**config.mk**
```make
export PLATFORM = sky130hd
export DESIGN_NAME = gmf_label_mem
export DESIGN_NICKNAME = d
export VERILOG_FILES = /design/src/rtl/gmf_pkg.sv /design/src/rtl/gmf_label_mem.sv
export SDC_FILE = /design/constraint.sdc
export NUM_CORES = 2
export LEC_CHECK = 0
export ABC_AREA = 1
export BUFFER_PORTS_ARGS = -buffer_cell sky130_fd_sc_hd__buf_4
export CORE_MARGIN = 1.5
export CORE_UTILIZATION = 40
export DETAILED_ROUTE_END_ITERATION = 10
export GPL_TIMING_DRIVEN = 0
export SYNTH_ARGS = -nofsm -noshare
export SYNTH_HDL_FRONTEND = slang
export SYNTH_SLANG_ARGS = --single-unit
```
**constraint.sdc**
```tcl
create_clock -name clk -period 1.6 [get_ports clk]
set_input_delay 0.24 -clock clk [delete_from_list [all_inputs] [get_ports clk]]
set_output_delay 0.24 -clock clk [all_outputs]
set_load 0.05 [all_outputs]
```
**src/rtl/gmf_pkg.sv**
```systemverilog
// ----------------------------------------------------------------------------
// gmf_pkg
// Shared constants, command codes and sequencer states of the grouped medoid
// finder.
// ----------------------------------------------------------------------------
`default_nettype none

package gmf_pkg;

	// Default sizing of the block.
	localparam int OBS_DEF    = 256;
	localparam int GROUPS_DEF = 64;
	localparam int DIST_W_DEF = 32;

	// Fixed field widths of the channels and the count register.
	localparam int OP_W      = 2;
	localparam int POS_W     = 15;
	localparam int IN_DIST_W = 32;
	localparam int LABEL_W   = 6;
	localparam int MEDOID_W  = 9;
	localparam int COUNT_W   = 9;

	localparam logic [COUNT_W-1:0] COUNT_RESET = 9'd256;

	typedef enum logic [OP_W-1:0] {
		OP_WR_DIST  = 2'd0,
		OP_WR_LABEL = 2'd1,
		OP_RUN      = 2'd2
	} op_t;

	typedef enum logic [3:0] {
		ST_IDLE,
		ST_SCAN,
		ST_SCAN_END,
		ST_GROUP,
		ST_ROW,
		ST_ROW_CHK,
		ST_COL,
		ST_COL_END,
		ST_EMIT
	} state_t;

endpackage

`default_nettype wire

```
**src/rtl/gmf_label_mem.sv**
```systemverilog
// ----------------------------------------------------------------------------
// gmf_label_mem
// Group label store with one valid bit per entry, so that every label reads
// as zero after reset until it is written.
// ----------------------------------------------------------------------------
`default_nettype none

module gmf_label_mem #(
	parameter int DEPTH = 256,
	parameter int AW    = 8
) (
	input  wire logic                        clk,
	input  wire logic                        arst_n,
	input  wire logic                        we,
	input  wire logic [AW-1:0]               waddr,
	input  wire logic [gmf_pkg::LABEL_W-1:0] wdata,
	input  wire logic [AW-1:0]               raddr,
	output logic      [gmf_pkg::LABEL_W-1:0] rdata
);
	import gmf_pkg::*;

	logic [LABEL_W-1:0] mem [DEPTH];
	logic [DEPTH-1:0]   vld_q;
	logic [LABEL_W-1:0] rd_q;
	logic               rd_vld_q;

	always_ff @(posedge clk) begin
		if (we) begin
			mem[waddr] <= wdata;
		end
		rd_q <= mem[raddr];
	end

	always_ff @(posedge clk or negedge arst_n) begin
		if (!arst_n) begin
			vld_q    <= '0;
			rd_vld_q <= 1'b0;
		end else begin
			if (we) begin
				vld_q[waddr] <= 1'b1;
			end
			rd_vld_q <= vld_q[raddr];
		end
	end

	assign rdata = rd_vld_q ? rd_q : '0;
endmodule

`default_nettype wire

```
==> results.json <==
{
  "per_cell_routed_wire_length_um": 29.5,
  "worst-path-buf-inv": 4,
  "clock_path_buffers": 3,
  "final_layout_size_suffix_gt1_share_pct": 24.6,
  "cell_area_placed_sq_um": 78000,
  "post_synthesis_to_final_layout_area_growth_pct": 19.9,
  "post_drt_via_cell_ratio": 5.75,
  "path_cells": "buf_4 > inv_6 > buf_12 > buf_2 > nand3_1 > nand3_1 > nand3_2 > nand2_1 > nand2_1 > nand3_1 > nand3_1 > nand2_2",
  "synth_largest_type_area_fraction_pct": 62.1,
  "worst_slew_pin_slew_ns": 1.26,
  "worst-path-stages": 12,
  "timing.hold.worst.class": "primary input to asynchronous set/reset pin",
  "ys_top_cells_by_area": "sky130_fd_sc_hd__edfxtp_1, sky130_fd_sc_hd__nand3_1, sky130_fd_sc_hd__nand2_1",
  "violations": "negative setup slack",
  "fp.coreArea_sq_um": 184000,
  "irDropWorstVdd_v": 0.00122,
  "syn-mean-instance-area_sq_um": 11.4,
  "critPathCaptureType": "register",
  "fillerInstances": 16200,
  "critPathLaunch": "raddr[2]",
  "critical_path.slowest_cell": "sky130_fd_sc_hd__buf_2",
  "cts_num_sinks": 1799,
  "synth_top_cell_by_area": "sky130_fd_sc_hd__edfxtp_1",
  "endpoint": "rd_q[1]",
  "r2r_slack_ns": -0.21,
  "ant_nets": 0,
  "route.final.wire_length_um": 276000,
  "layout_setup_ws_ns": -0.261,
  "gp_congestion": 1.02,
  "synth_nets": 6510,
  "synth_seq_cells": 1799,
  "number_of_buffers_created_by_cts": 187,
  "quantity_of_i_o_buffers_inserted_on_ports": 25,
  "die_height_um": 434,
  "rsz_0062_raised_after_global_routing": "true",
  "effective_utilization_at_floorplan_pct": 40.4,
  "fin_skew_ns": 0.0297,
  "drtPass1Iterations": 6,
  "first_global_vias": 50400,
  "power_density_nw_per_um2": 1190,
  "yosysWarnings": 0,
  "detailedPlace.worstSlack_ns": -2.25,
  "netlist_instances": 6485,
  "count_of_max_cap_constraint_violations": 0,
  "die_area_sq_um": 188000,
  "timing.critical_path.max_delay_family": "simple AND/OR/NAND/NOR gates",
  "worst-r2r-cell-count": 10,
  "asr_flop_ratio_synth_pct": 14.3,
  "drc": 0,
  "clock.fmax_ghz": 0.537,
  "post_synth_edffs": 1536,
  "via_count": 53800,
  "clock_tree.htree_level_count": 4,
  "synth_area_sq_um": 74200,
  "worstPathRequired_ns": 2.35,
  "globalRoute.totalOverflow": 0,
  "finish.instance_area_sq_um": 89000,
  "yosysSeqAreaShare_pct": 71.0,
  "period_minus_slack_ns": 1.86,
  "crit_arrival_ns": 2.61,
  "final-setup-viol-count": 297,
  "synth_ff_type": "sky130_fd_sc_hd__edfxtp_1",
  "tritoncts": "yes",
  "list_of_most_frequent_post_synthesis_cells": "sky130_fd_sc_hd__nand2_1, sky130_fd_sc_hd__nand3_1, sky130_fd_sc_hd__edfxtp_1",
  "reg2reg_from": "mem[223][1]",
  "final-instance-count-excl-fill": 9357,
  "dp_hpwl_um": 189000,
  "std_cell_rows": 157,
  "final_max_slew_viol_count": 0,
  "power_leakage_nw": 33.2,
  "drtIter0Drc": 7349,
  "synthDistinctLibCells": 18,
  "globalRouteTotalUtil_pct": 29.1,
  "clkSlewWorstSetupHoldPaths_ns": 0.06,
  "placedCellCount": 8990,
  "worst-path-max-fanout": 11,
  "cts_root_buf": "sky130_fd_sc_hd__clkbuf_16",
  "regToRegEndpoint": "rd_q[1]",
  "antenna_violations_before_repair": 14,
  "worstSetupStartpointType": "primary input",
  "synth.most_common_cell": "sky130_fd_sc_hd__nand2_1",
  "run_status": "finished with violations",
  "hold_viol": 0,
  "final_net_count": 6751,
  "period_share_pct": 116,
  "setup.worst_path.class": "primary input to register",
  "critical_path.max_stage_delay_ns": 0.35,
  "cpMostUsedCell": "sky130_fd_sc_hd__nand3_1",
  "grt_start_max_net_pins": 129,
  "grt_pass1_wl_um": 381000,
  "max_slew_margin_pct": 15.8,
  "ioPinCount": 31,
  "worst_skew_pair_later_pin_latency_ns": 0.86,
  "floorplan.die.width_um": 434
}
==> area by class of cell <==
type / instances / area, sq um / area share, %
flip-flops and latches: 1799 / 52700 / 59.2
well taps: 2464 / 3080 / 3.46
plain buffers: 425 / 3230 / 3.63
diodes: 5 / 12.5 / 0.0141
clock buffers: 281 / 5370 / 6.03
clock inverters: 70 / 805 / 0.904
inverters: 49 / 196 / 0.221
repair buffers: 52 / 811 / 0.911
multi-input cells: 4212 / 22800 / 25.7
==> registers in the layout, summed over array words and instances (netlist names) <==
name	count
vld_q	256
mem	1536
rd_vld_q	1
rd_q	6
==> layout by cell type, fill, tap and decap left out, types with 61 or more instances in the layout <==
cell / netlist / final
sky130_fd_sc_hd__or2_2: 252 / 252
sky130_fd_sc_hd__buf_2: 190 / 138
sky130_fd_sc_hd__clkbuf_1: 69 / 79
sky130_fd_sc_hd__dfrtp_1: 257 / 256
sky130_fd_sc_hd__nand3_4: 0 / 97
sky130_fd_sc_hd__nor2_2: 0 / 110
sky130_fd_sc_hd__buf_4: 24 / 87
sky130_fd_sc_hd__nor2_1: 283 / 61
sky130_fd_sc_hd__buf_6: 107 / 122
sky130_fd_sc_hd__nand3_1: 1721 / 1281
sky130_fd_sc_hd__clkbuf_16: 0 / 191
sky130_fd_sc_hd__nand3_2: 0 / 343
sky130_fd_sc_hd__nand2_1: 1944 / 1891
sky130_fd_sc_hd__nor2_4: 0 / 112
sky130_fd_sc_hd__edfxtp_1: 1536 / 1536
==> how the worst min path moves through the flow <==
stage	endpoint	start	depth (start not counted)
after CTS	vld_q[114]	arst_n	2
after floorplan	rd_vld_q	arst_n	0
after global routing	vld_q[112]	arst_n	2
final	vld_q[113]	arst_n	2
after detailed placement	vld_q[113]	arst_n	1
after global placement	vld_q[80]	vld_q[80]	2
==> stage by stage <==
stage               hold WS [ns]  total power, mW   TNS, ns  util, %
CTS                       0.0254              105    -24.74     47.0
global placement           0.434             60.7  -5573.54     42.2
global route              0.0627              108     -6.00     48.5
floorplan                -0.0556             56.8     -1.68        -
detailed placement         0.327             60.8  -1970.61     42.5
finish                    0.0106              105    -13.83     48.5
==> routing by layer <==
layer,wire length [um],part of all wire (%),GRT usage (%),vias to the layer above
li1,-,-,-,23100
met1,107000,39,38.8,26700
met2,123000,45,44.3,3287
met3,28700,10,6.08,679
met4,17200,6.2,16.3,4
met5,26,0.0094,0,-
==> cell families (layout without fill, tap and decap cells) <==
family	after synthesis	after routing	synth area share (%)
and+or+nand+nor	4200	4200	25.0
AOI/OAI and AO/OA	12	12	0.0809
buffers and inverters	474	877	3.96
DFF	1799	1799	71.0
other	0	5	0
==> what timing repair did <==
item	4_1_cts	5_1_grt
buffers inserted	0	3
resized for setup	564	609
hold endpoints to repair	247	0
hold buffers	8	0
pin swaps	47	197
setup endpoints to repair	1376	1202
==> report_power, final <==
group,internal (mW),leakage [nW],total (mW),switching [mW]
combinational,2.62,12.8,9.42,6.80
clock,25.4,3.01,44.2,18.8
sequential,51.5,17.3,51.9,0.320
total,79.5,33.2,105,26.0
No activity file was read; power rests on OpenSTA's default activity.
